### src/rtl/core/segment_lcd_number_formatter_assert.svh
// Assertion macros for the segment LCD formatter.
`ifndef SEGMENT_LCD_NUMBER_FORMATTER_ASSERT_SVH
`define SEGMENT_LCD_NUMBER_FORMATTER_ASSERT_SVH

// Consequent must hold in the same cycle as the antecedent.
`define SLFMT_ASSERT_IMP(lbl, clk, rst_n, ante, cons, msg) \
  lbl: assert property (@(posedge clk) disable iff (!(rst_n)) (ante) |-> (cons)) \
    else $error(msg);

// Consequent must hold in the cycle after the antecedent.
`define SLFMT_ASSERT_NXT(lbl, clk, rst_n, ante, cons, msg) \
  lbl: assert property (@(posedge clk) disable iff (!(rst_n)) (ante) |=> (cons)) \
    else $error(msg);

`endif

### src/rtl/core/slfmt_pkg.sv
`default_nettype none

package slfmt_pkg;

  typedef enum logic [2:0] {
    OP_BIG    = 3'd0,
    OP_SMALL  = 3'd1,
    OP_TEMP   = 3'd2,
    OP_SMILEY = 3'd3,
    OP_LINK   = 3'd4,
    OP_BATT   = 3'd5,
    OP_CLOCK  = 3'd6
  } op_e;

  localparam logic signed [15:0] BIG_HI_LIMIT = 16'sd19995;
  localparam logic signed [15:0] BIG_LO_LIMIT = -16'sd995;
  localparam logic signed [15:0] BIG_POINT_HI = 16'sd1995;
  localparam logic signed [15:0] BIG_POINT_LO = -16'sd95;
  localparam logic signed [15:0] SMALL_HI     = 16'sd99;
  localparam logic signed [15:0] SMALL_LO     = -16'sd9;

  localparam logic [7:0] SYM_H        = 8'h67;
  localparam logic [7:0] SYM_I        = 8'h04;
  localparam logic [7:0] SYM_L        = 8'h85;
  localparam logic [7:0] SYM_O        = 8'hC6;
  localparam logic [7:0] BIG_MINUS    = 8'h02;
  localparam logic [7:0] BIG_POINT    = 8'h08;
  localparam logic [7:0] BIG_THOUSAND = 8'h08;
  localparam logic [7:0] SMALL_H      = 8'h76;
  localparam logic [7:0] SMALL_I      = 8'h10;
  localparam logic [7:0] SMALL_L      = 8'h51;
  localparam logic [7:0] SMALL_O      = 8'h33;
  localparam logic [7:0] SMALL_MINUS  = 8'h20;
  localparam logic [7:0] MARK_BIT     = 8'h80;

  // Reciprocal multipliers for division by constants.
  localparam logic [15:0] DIV10_MAGIC  = 16'hCCCD;   // >> 19, 16-bit dividend
  localparam logic [12:0] DIV100_MAGIC = 13'd5243;   // >> 19, 11-bit dividend
  localparam logic [31:0] DIV60_MAGIC  = 32'h88888889; // >> 37, 32-bit dividend
  localparam logic [31:0] DIV24_MAGIC  = 32'hAAAAAAAB; // >> 36, 32-bit dividend
  localparam logic [7:0]  SMALL_DIV10  = 8'd205;     // >> 11, 7-bit dividend

  typedef struct packed {
    op_e                op;
    logic signed [15:0] number;
    logic [7:0]         code;
    logic               percent;
  } ctl_t;

  typedef struct packed {
    logic        hi;
    logic        lo;
    logic        point;
    logic        neg;
    logic [10:0] w;
    logic [7:0]  d10;
    logic [4:0]  d100;
  } big_t;

  typedef struct packed {
    logic [20:0] hrs_all;
    logic [5:0]  mins;
    logic [52:0] p3;
  } time_t;

  function automatic logic [7:0] big_seg(input logic [3:0] d);
    logic [7:0] s;
    case (d)
      4'd0:    s = 8'hF5;
      4'd1:    s = 8'h60;
      4'd2:    s = 8'hB6;
      4'd3:    s = 8'hF2;
      4'd4:    s = 8'h63;
      4'd5:    s = 8'hD3;
      4'd6:    s = 8'hD7;
      4'd7:    s = 8'h70;
      4'd8:    s = 8'hF7;
      4'd9:    s = 8'hF3;
      default: s = 8'h00;
    endcase
    return s;
  endfunction

  function automatic logic [7:0] small_seg(input logic [3:0] d);
    logic [7:0] s;
    case (d)
      4'd0:    s = 8'h5F;
      4'd1:    s = 8'h06;
      4'd2:    s = 8'h3D;
      4'd3:    s = 8'h2F;
      4'd4:    s = 8'h66;
      4'd5:    s = 8'h6B;
      4'd6:    s = 8'h7B;
      4'd7:    s = 8'h0E;
      4'd8:    s = 8'h7F;
      4'd9:    s = 8'h6F;
      default: s = 8'h00;
    endcase
    return s;
  endfunction

endpackage

`default_nettype wire

### src/rtl/core/slfmt_big.sv
`default_nettype none

module slfmt_big (
  input  wire logic               clk_i,
  input  wire logic               en_i,
  input  wire logic signed [15:0] number_i,
  output slfmt_pkg::big_t         big_o
);

  logic        hi_a_q, lo_a_q, pt_a_q, neg_a_q;
  logic [15:0] v_a_q;
  logic [31:0] qv_a_q;
  logic        hi_b_q, lo_b_q, pt_b_q, neg_b_q;
  logic [10:0] w_b_q;
  slfmt_pkg::big_t big_q;

  logic        neg_d;
  logic [15:0] v_d;
  logic [31:0] qv_d;
  logic [12:0] q_b;
  logic [15:0] r_b;
  logic [15:0] w_full;
  logic [26:0] p10_c;
  logic [23:0] p100_c;

  // Stage A: range classes, magnitude and its tenths quotient product.
  always_comb begin
    neg_d = number_i[15];
    v_d   = neg_d ? 16'(-number_i) : 16'(number_i);
    qv_d  = 32'(v_d) * 32'(slfmt_pkg::DIV10_MAGIC);
  end

  // Stage B: whole-number rounding goes up only on a remainder of six or more.
  always_comb begin
    q_b    = qv_a_q[31:19];
    r_b    = v_a_q - 16'(q_b) * 16'd10;
    w_full = pt_a_q ? v_a_q : 16'(q_b) + 16'(r_b[3:0] > 4'd5);
  end

  // Stage C: tens and hundreds quotients of the shown value.
  always_comb begin
    p10_c  = 27'(w_b_q) * 27'(slfmt_pkg::DIV10_MAGIC);
    p100_c = 24'(w_b_q) * 24'(slfmt_pkg::DIV100_MAGIC);
  end

  always_ff @(posedge clk_i) begin
    if (en_i) begin
      hi_a_q  <= number_i > slfmt_pkg::BIG_HI_LIMIT;
      lo_a_q  <= number_i < slfmt_pkg::BIG_LO_LIMIT;
      pt_a_q  <= (number_i <= slfmt_pkg::BIG_POINT_HI) &&
                 (number_i >= slfmt_pkg::BIG_POINT_LO);
      neg_a_q <= neg_d;
      v_a_q   <= v_d;
      qv_a_q  <= qv_d;

      hi_b_q  <= hi_a_q;
      lo_b_q  <= lo_a_q;
      pt_b_q  <= pt_a_q;
      neg_b_q <= neg_a_q;
      w_b_q   <= w_full[10:0];

      big_q.hi    <= hi_b_q;
      big_q.lo    <= lo_b_q;
      big_q.point <= pt_b_q;
      big_q.neg   <= neg_b_q;
      big_q.w     <= w_b_q;
      big_q.d10   <= p10_c[26:19];
      big_q.d100  <= p100_c[23:19];
    end
  end

  assign big_o = big_q;

endmodule

`default_nettype wire

### src/rtl/core/slfmt_clock.sv
`default_nettype none

module slfmt_clock (
  input  wire logic        clk_i,
  input  wire logic        en_i,
  input  wire logic [31:0] seconds_i,
  output slfmt_pkg::time_t time_o
);

  logic [63:0] p1_a_q;
  logic [26:0] t_b_q;
  logic [58:0] p2_b_q;
  slfmt_pkg::time_t time_q;

  logic [63:0] p1_d;
  logic [26:0] t_d;
  logic [58:0] p2_d;
  logic [20:0] h_c;
  logic [26:0] m_c;
  logic [52:0] p3_c;

  always_comb begin
    p1_d = 64'(seconds_i) * 64'(slfmt_pkg::DIV60_MAGIC);
    // Minutes since the count started, then its hours product.
    t_d  = p1_a_q[63:37];
    p2_d = 59'(t_d) * 59'(slfmt_pkg::DIV60_MAGIC);
    h_c  = p2_b_q[57:37];
    m_c  = t_b_q - 27'(h_c) * 27'd60;
    p3_c = 53'(h_c) * 53'(slfmt_pkg::DIV24_MAGIC);
  end

  always_ff @(posedge clk_i) begin
    if (en_i) begin
      p1_a_q         <= p1_d;
      t_b_q          <= t_d;
      p2_b_q         <= p2_d;
      time_q.hrs_all <= h_c;
      time_q.mins    <= m_c[5:0];
      time_q.p3      <= p3_c;
    end
  end

  assign time_o = time_q;

endmodule

`default_nettype wire

### src/rtl/core/slfmt_image.sv
`default_nettype none

module slfmt_image (
  input  wire logic             clk_i,
  input  wire logic             rst_ni,
  input  wire logic             en_i,
  input  wire logic             valid_i,
  input  wire slfmt_pkg::ctl_t  ctl_i,
  input  wire slfmt_pkg::big_t  big_i,
  input  wire slfmt_pkg::time_t time_i,
  output logic [5:0][7:0]       img_o,
  output logic                  out_valid_o
);

  logic [5:0][7:0] img_q, img_d;
  logic            out_valid_q;
  logic            upd;

  logic [10:0] b_ones_w;
  logic [7:0]  b_tens_w;
  logic [3:0]  b_ones, b_tens, b_hund;
  logic [4:0]  b_hund_w;

  logic        s_neg;
  logic [15:0] s_mag;
  logic [6:0]  s_v;
  logic [14:0] s_tens_p;
  logic [3:0]  s_tens;
  logic [6:0]  s_ones_w;

  logic [16:0] c_q24;
  logic [20:0] c_hr_w;
  logic [4:0]  c_hr;
  logic [1:0]  c_htens;
  logic [4:0]  c_hones_w;
  logic [2:0]  c_mtens;
  logic [5:0]  c_mones_w;

  assign upd = en_i && valid_i;

  // Digit extraction for the three formats.
  always_comb begin
    b_ones_w = big_i.w - 11'(big_i.d10) * 11'd10;
    b_tens_w = big_i.d10 - 8'(big_i.d100) * 8'd10;
    b_hund_w = (big_i.d100 >= 5'd10) ? big_i.d100 - 5'd10 : big_i.d100;
    b_ones   = b_ones_w[3:0];
    b_tens   = b_tens_w[3:0];
    b_hund   = b_hund_w[3:0];

    s_neg    = ctl_i.number[15];
    s_mag    = s_neg ? -ctl_i.number : ctl_i.number;
    s_v      = s_mag[6:0];
    s_tens_p = 15'(s_v) * 15'(slfmt_pkg::SMALL_DIV10);
    s_tens   = s_tens_p[14:11];
    s_ones_w = s_v - 7'(s_tens) * 7'd10;

    c_q24     = time_i.p3[52:36];
    c_hr_w    = time_i.hrs_all - 21'(c_q24) * 21'd24;
    c_hr      = c_hr_w[4:0];
    c_htens   = (c_hr >= 5'd20) ? 2'd2 : (c_hr >= 5'd10) ? 2'd1 : 2'd0;
    c_hones_w = c_hr - 5'(c_htens) * 5'd10;
    c_mtens   = (time_i.mins >= 6'd50) ? 3'd5 :
                (time_i.mins >= 6'd40) ? 3'd4 :
                (time_i.mins >= 6'd30) ? 3'd3 :
                (time_i.mins >= 6'd20) ? 3'd2 :
                (time_i.mins >= 6'd10) ? 3'd1 : 3'd0;
    c_mones_w = time_i.mins - 6'(c_mtens) * 6'd10;
  end

  always_comb begin
    img_d = img_q;
    case (ctl_i.op)
      slfmt_pkg::OP_BIG: begin
        img_d[1] = 8'h00;
        img_d[2] = 8'h00;
        if (big_i.hi) begin
          img_d[0] = slfmt_pkg::SYM_H;
          img_d[1] = slfmt_pkg::SYM_I;
        end else if (big_i.lo) begin
          img_d[0] = slfmt_pkg::SYM_L;
          img_d[1] = slfmt_pkg::SYM_O;
        end else begin
          img_d[0] = big_i.neg ? slfmt_pkg::BIG_MINUS : 8'h00;
          if (big_i.point) begin
            img_d[2] = slfmt_pkg::BIG_POINT;
          end
          if (big_i.w > 11'd999) begin
            img_d[0] = img_d[0] | slfmt_pkg::BIG_THOUSAND;
          end
          if (big_i.w > 11'd99) begin
            img_d[0] = img_d[0] | slfmt_pkg::big_seg(b_hund);
          end
          // Below ten the tens digit is zero, which is what is shown.
          img_d[1] = img_d[1] | slfmt_pkg::big_seg(b_tens);
          img_d[2] = img_d[2] | slfmt_pkg::big_seg(b_ones);
        end
      end
      slfmt_pkg::OP_SMALL: begin
        img_d[4]    = 8'h00;
        img_d[5]    = 8'h00;
        img_d[3][4] = ctl_i.percent;
        if (ctl_i.number > slfmt_pkg::SMALL_HI) begin
          img_d[5] = slfmt_pkg::SMALL_H;
          img_d[4] = slfmt_pkg::SMALL_I;
        end else if (ctl_i.number < slfmt_pkg::SMALL_LO) begin
          img_d[5] = slfmt_pkg::SMALL_L;
          img_d[4] = slfmt_pkg::SMALL_O;
        end else begin
          if (s_neg) begin
            img_d[5] = slfmt_pkg::SMALL_MINUS;
          end
          if (s_v > 7'd9) begin
            img_d[5] = img_d[5] | slfmt_pkg::small_seg(s_tens);
          end
          img_d[4] = slfmt_pkg::small_seg(s_ones_w[3:0]);
        end
      end
      slfmt_pkg::OP_TEMP: begin
        img_d[3][0] = ctl_i.code[5];
        img_d[3][1] = ctl_i.code[6];
        img_d[3][2] = ctl_i.code[7];
      end
      slfmt_pkg::OP_SMILEY: begin
        img_d[1][3] = ctl_i.code[2];
        img_d[3][6] = ctl_i.code[0];
        img_d[3][5] = ctl_i.code[1];
      end
      slfmt_pkg::OP_LINK: begin
        img_d[4][7] = |ctl_i.code;
      end
      slfmt_pkg::OP_BATT: begin
        img_d[5][7] = |ctl_i.code;
      end
      slfmt_pkg::OP_CLOCK: begin
        img_d[0] = slfmt_pkg::big_seg(c_hones_w[3:0]);
        img_d[1] = slfmt_pkg::big_seg({2'b00, c_htens});
        img_d[2] = 8'h00;
        img_d[3] = 8'h00;
        // The link and battery marks survive a clock update.
        img_d[4] = (img_q[4] & slfmt_pkg::MARK_BIT) | slfmt_pkg::small_seg({1'b0, c_mtens});
        img_d[5] = (img_q[5] & slfmt_pkg::MARK_BIT) | slfmt_pkg::small_seg(c_mones_w[3:0]);
      end
      default: begin
        img_d = img_q;
      end
    endcase
  end

  always_ff @(posedge clk_i or negedge rst_ni) begin
    if (!rst_ni) begin
      img_q       <= '0;
      out_valid_q <= 1'b0;
    end else if (en_i) begin
      out_valid_q <= valid_i;
      if (valid_i) begin
        img_q <= img_d;
      end
    end
  end

  assign img_o       = img_q;
  assign out_valid_o = out_valid_q;

`include "segment_lcd_number_formatter_assert.svh"

  `SLFMT_ASSERT_NXT(a_img_hold, clk_i, rst_ni, !upd, $stable(img_q),
                    "image changed with no word retiring")
  `SLFMT_ASSERT_IMP(a_big_range, clk_i, rst_ni,
                    upd && ctl_i.op == slfmt_pkg::OP_BIG && !big_i.hi && !big_i.lo,
                    big_i.w <= 11'd1999 && b_ones_w <= 11'd9 && b_tens_w <= 8'd9,
                    "big number digit out of range")
  `SLFMT_ASSERT_IMP(a_clock_range, clk_i, rst_ni,
                    upd && ctl_i.op == slfmt_pkg::OP_CLOCK,
                    c_hr <= 5'd23 && time_i.mins <= 6'd59,
                    "clock hours or minutes out of range")

endmodule

`default_nettype wire

### src/rtl/core/segment_lcd_number_formatter.sv
// Segment LCD number formatter: one command word in, the whole six-byte image out.
// The image for a word is built through the input register, stages A, B and C and the image register.
// Throughput: one word per cycle; all stages advance together and hold while the
// output word waits. The clock's three reciprocal multiplies, one per stage, set the depth.
// Reset clears the segment image to all zero and empties the pipeline.
`default_nettype none

module segment_lcd_number_formatter (
  input  wire logic               clk_i,
  input  wire logic               rst_ni,
  input  wire logic               in_valid_i,
  output logic                    in_ready_o,
  input  wire logic [2:0]         op_i,
  input  wire logic signed [15:0] number_i,
  input  wire logic [7:0]         code_i,
  input  wire logic               percent_i,
  input  wire logic [31:0]        seconds_i,
  output logic                    out_valid_o,
  input  wire logic               out_ready_i,
  output logic [7:0]              seg_byte0_o,
  output logic [7:0]              seg_byte1_o,
  output logic [7:0]              seg_byte2_o,
  output logic [7:0]              seg_byte3_o,
  output logic [7:0]              seg_byte4_o,
  output logic [7:0]              seg_byte5_o
);

  logic            en;
  logic            v0_q, va_q, vb_q, vc_q;
  slfmt_pkg::ctl_t ctl0_q, ctla_q, ctlb_q, ctlc_q, ctl0_d;
  logic [31:0]     secs0_q;
  slfmt_pkg::big_t  big_c;
  slfmt_pkg::time_t time_c;
  logic [5:0][7:0] img;
  logic            out_valid;

  // The pipeline moves only when the output word is free or being taken.
  assign en         = !out_valid || out_ready_i;
  assign in_ready_o = en;

  always_comb begin
    ctl0_d.op      = slfmt_pkg::op_e'(op_i);
    ctl0_d.number  = number_i;
    ctl0_d.code    = code_i;
    ctl0_d.percent = percent_i;
  end

  always_ff @(posedge clk_i or negedge rst_ni) begin
    if (!rst_ni) begin
      v0_q <= 1'b0;
      va_q <= 1'b0;
      vb_q <= 1'b0;
      vc_q <= 1'b0;
    end else if (en) begin
      v0_q <= in_valid_i;
      va_q <= v0_q;
      vb_q <= va_q;
      vc_q <= vb_q;
    end
  end

  always_ff @(posedge clk_i) begin
    if (en) begin
      if (in_valid_i) begin
        ctl0_q  <= ctl0_d;
        secs0_q <= seconds_i;
      end
      ctla_q <= ctl0_q;
      ctlb_q <= ctla_q;
      ctlc_q <= ctlb_q;
    end
  end

  slfmt_big u_big (
    .clk_i    (clk_i),
    .en_i     (en),
    .number_i (ctl0_q.number),
    .big_o    (big_c)
  );

  slfmt_clock u_clock (
    .clk_i     (clk_i),
    .en_i      (en),
    .seconds_i (secs0_q),
    .time_o    (time_c)
  );

  slfmt_image u_image (
    .clk_i       (clk_i),
    .rst_ni      (rst_ni),
    .en_i        (en),
    .valid_i     (vc_q),
    .ctl_i       (ctlc_q),
    .big_i       (big_c),
    .time_i      (time_c),
    .img_o       (img),
    .out_valid_o (out_valid)
  );

  assign out_valid_o = out_valid;
  assign seg_byte0_o = img[0];
  assign seg_byte1_o = img[1];
  assign seg_byte2_o = img[2];
  assign seg_byte3_o = img[3];
  assign seg_byte4_o = img[4];
  assign seg_byte5_o = img[5];

endmodule

`default_nettype wire

### config.mk
export PLATFORM = sky130hd
export DESIGN_NAME = segment_lcd_number_formatter
export DESIGN_NICKNAME = d
export VERILOG_FILES = /design/src/rtl/core/slfmt_pkg.sv /design/src/rtl/core/slfmt_big.sv /design/src/rtl/core/slfmt_clock.sv /design/src/rtl/core/slfmt_image.sv /design/src/rtl/core/segment_lcd_number_formatter.sv
export VERILOG_INCLUDE_DIRS = /design/src /design/src/rtl/core
export SDC_FILE = /design/constraint.sdc
export NUM_CORES = 2
export LEC_CHECK = 0
export BUFFER_PORTS_ARGS = -buffer_cell sky130_fd_sc_hd__buf_2
export CELL_PAD_IN_SITES_DETAIL_PLACEMENT = 0
export CELL_PAD_IN_SITES_GLOBAL_PLACEMENT = 1
export CORE_UTILIZATION = 45
export CTS_CLUSTER_SIZE = 12
export DETAILED_ROUTE_END_ITERATION = 12
export HOLD_SLACK_MARGIN = 0.1
export PLACE_DENSITY_LB_ADDON = 0.05
export SLEW_MARGIN = 20
export SYNTH_ARGS = -nofsm -noshare
export SYNTH_HDL_FRONTEND = slang
export SYNTH_HIERARCHICAL = 1
export SYNTH_SLANG_ARGS = --single-unit
### constraint.sdc
create_clock -name clk_i -period 19.4 [get_ports clk_i]
set_input_delay 0 -clock clk_i [delete_from_list [all_inputs] [get_ports clk_i]]
set_output_delay 0 -clock clk_i [all_outputs]
set_load 0.005 [all_outputs]
==> results.md <==
Status:
- The flow ran to the end, but the final reports show violations.
- The final reports fail on design-rule violations.

Logic synthesis:
- A synthesized cell averages 10.7 um^2.
- After technology mapping, the gate count stands at approximately 4,100.
- The number of warning messages in the yosys log is 6.
- The mapped netlist covers between 40,000 and 50,000 um^2.

Floorplanning:
- Once the floorplan was initialized, standard cells occupied between 40 and 50% of the core.
- In this run the vertical extent of the chip is about 320 um.
- The horizontal die dimension is around 320 um.
- After floorplanning, the core was divided into about 110 placement rows.
- The I/O pin count is 114.
- The floorplan step defined a core boundary enclosing around 97,000 um^2.
- The floorplan step defined a die boundary enclosing just under 100,000 um^2.

Timing:
- Setup repair after global routing left no endpoint under its margin.
- The minimum clock period is 7.16 ns.
- Headroom to the max-slew limit came out at a little under a third.
- The fmax is around 0.14 GHz.
- The final max-slew violation count is 0.
- The transition time at the pin with the least slew margin is between 1 and 1.5 ns.
- The setup-violating endpoint count in the final report is 0.
- The final critical-path share of the clock period is between 30% and 40%.
- The hold violation count in the final report is 0.
- The setup TNS after final layout is 0 ns.
- The clock arrives with 0.0652 ns of skew.

Cells and area:
- In the final layout, the share of cells above drive strength 1 is between 6 and 7%.
- The filler cells instantiated in the layout total just over 9,000.
- Relative to the synthesized area, the layout overhead comes to 10.5%.
- The number of nets in the layout is around 5,900.

Drt:
- The total wire length is 107,000 um.
- The per-cell via count in the routed design is a little over 5.
- The final routed DRC violation total is 14.
- The average detailed-routed wire length per instance is between 15 and 20 um.
- The first-pass detailed-route iteration total is 9.
- The routed via count is roughly 29,000.
- The detail route stage leaves a number of antenna-violating nets equal to 0.
- The starting DRC count in detailed routing is around 1,200.

Critical path:
- The worst setup path is captured at a flop.
- The critical path data required time is approximately 20 ns.
- In this run the worst path has a maximum fanout of 11.
- Grouping stages by cell kind, the critical path spends the most delay in adder cells.
- The critical setup path kind is reg -> reg.
- The launching element type of the critical path is a flop.
- In this design, the stage delay of the slowest critical-path cell is between 0.6 and 0.7 ns.
- The startpoint identified for the worst register-to-register timing path is ctlc_q[9].
- The most numerous cell type found on the critical path is sky130_fd_sc_hd__ha_1.
- The number of buffers and inverters on the critical path is 4.
- The depth of the worst register-to-register path is 25.
- The destination of the worst register-to-register timing path is u_image/img_o[37].
- In this run the register-to-register setup slack is approximately 12 ns.
- The data arrival time of the critical path is 7.69 ns.
- The cell with the biggest individual delay on the critical path is sky130_fd_sc_hd__xor2_1.
- The path length in cells of the critical path is 25.

Clock network:
- The clock-pin slew reported for the worst setup and hold paths after clock tree synthesis is about 0.06 ns.
- The quantity of gates resized following cts is 0.
- The clock passes through at most 3 buffers.
- TritonCTS built the clock tree.
- At the later pin of the worst-skew pair, clock insertion delay measures between 0.6 and 0.7 ns.
- The number of clock sinks is 327.
- The level count of the clock H-tree is 2.
- The number of CTS-inserted buffers is 44.
- The root buffer cell chosen for the clock tree is sky130_fd_sc_hd__clkbuf_16.

Min path:
- The worst-case hold path end point is secs0_q[31].
- The cell depth of the worst min-delay path is 2.
- The path class of the tightest hold or removal check is in -> reg.
- The startpoint of the most critical hold path is seconds_i[31].

Placement:
- The number of buffers added on ports is 111.
- Routability-driven placement finished with a final weighted congestion of between 0.8 and 0.9.
- The detailed placer's ending HPWL is between 90,000 and 100,000 um.

GRT:
- The wire length of the first global-routing pass is 169,000 um.
- The via count of the first global-routing pass is 30,228.
- The largest net degree at the start of global routing is 96.
- The leftover overflow at the end of global routing is 0.
- The global routing usage summed across all routing layers is between 20 and 25%.
- The initial antenna violation count is 7.

Job:
- The max capacitance violation total is 0.
[per-layer routing]
metal / vias up / global-route usage [%] / wire length (um)
li1: 14103 / - / -
met1: 14076 / 29.1 / 48100
met2: 317 / 39.4 / 54200
met3: 92 / 2.11 / 2770
met4: 8 / 4.13 / 1590
met5: - / 0 / 48
[worst max-delay path by stage]
| stage | from | endpoint | slack (ns) |
|---|---|---|---|
| after floorplan | ctl0_q[9] | u_big/qv_a_q[27] | 12.96 |
| after global placement | ctlc_q[9] | u_image/img_o[37] | 12.34 |
| after detailed placement | ctlc_q[9] | u_image/img_o[37] | 12.26 |
| after CTS | ctlc_q[9] | u_image/img_o[37] | 12.24 |
| after global routing | ctlc_q[9] | u_image/img_o[37] | 11.66 |
| final | ctlc_q[9] | u_image/img_o[37] | 12.24 |
[flip-flops by register name (all words and copies together) (netlist names), 6 cells and up]
name            flops
ctl0_q             28
ctla_q             28
ctlb_q             28
ctlc_q             28
secs0_q            32
u_big/big_o        24
u_big/qv_a_q       11
u_big/v_a_q        11
u_big/w_b_q        11
u_clock/p1_a_q     27
u_clock/p2_b_q     21
u_clock/t_b_q       6
u_clock/time_o     13
u_image/img_o      46
[repair_timing]
| action | 4_1_cts | 5_1_grt |
|---|---|---|
| setup buffers | 0 | 0 |
| endpoints found under the hold margin | 115 | 0 |
| hold buffers | 108 | 0 |
[through the flow]
stage	hold WS (ns)	instances	util [%]	setup slack [ns]	instance area, um^2
6_report	0.131	5670	50.3	12.24	48800
5_1_grt	0.128	5669	50.3	11.66	48800
4_1_cts	0.104	5667	50.3	12.24	48800
3_5_place_dp	0.167	5479	47.6	12.26	46200
3_3_place_gp	0.169	5479	47.6	12.34	46200
2_1_floorplan	-0.296	4119	-	12.96	44100
[final cells by class]
type / instances / area [um^2] / share of cell area (%)
Antenna cell: 3 / 7.51 / 0.0154
Clock buffer: 50 / 1120 / 2.30
Clock inverter: 30 / 359 / 0.736
Inverter: 1035 / 3890 / 7.98
Multi-Input combinational cell: 2719 / 30500 / 62.6
Sequential cell: 327 / 9560 / 19.6
Tap cell: 1276 / 1600 / 3.27
Timing Repair Buffer: 230 / 1720 / 3.52
[worst reg2reg max path, delay by kind of cell, from the launching register on]
family / cells / cell delay (ns)
AO/OA/AOI/OAI: 8 / 1.97
XOR/XNOR: 4 / 1.48
adder cells (fa/ha/maj): 7 / 2.38
buffers and inverters: 4 / 0.48
flip-flops: 1 / 0.54
AND/OR/NAND/NOR: 2 / 0.24
[cell usage in the layout, fill, tap and decap left out, types with 45 or more instances in the layout]
cell / count
sky130_fd_sc_hd__o21ai_0: 110
sky130_fd_sc_hd__a21oi_1: 164
sky130_fd_sc_hd__dlygate4sd3_1: 108
sky130_fd_sc_hd__inv_1: 1033
sky130_fd_sc_hd__xor2_1: 45
sky130_fd_sc_hd__dfrtp_1: 51
sky130_fd_sc_hd__xnor2_1: 95
sky130_fd_sc_hd__edfxtp_1: 276
sky130_fd_sc_hd__fa_1: 545
sky130_fd_sc_hd__nand2_1: 150
sky130_fd_sc_hd__nor2_1: 116
sky130_fd_sc_hd__ha_1: 933
sky130_fd_sc_hd__buf_2: 111
sky130_fd_sc_hd__a21o_1: 78
Power is left out: the tool's default activity adds up to more than one toggle a clock period on the data nets, which glitch-free logic cannot reach.
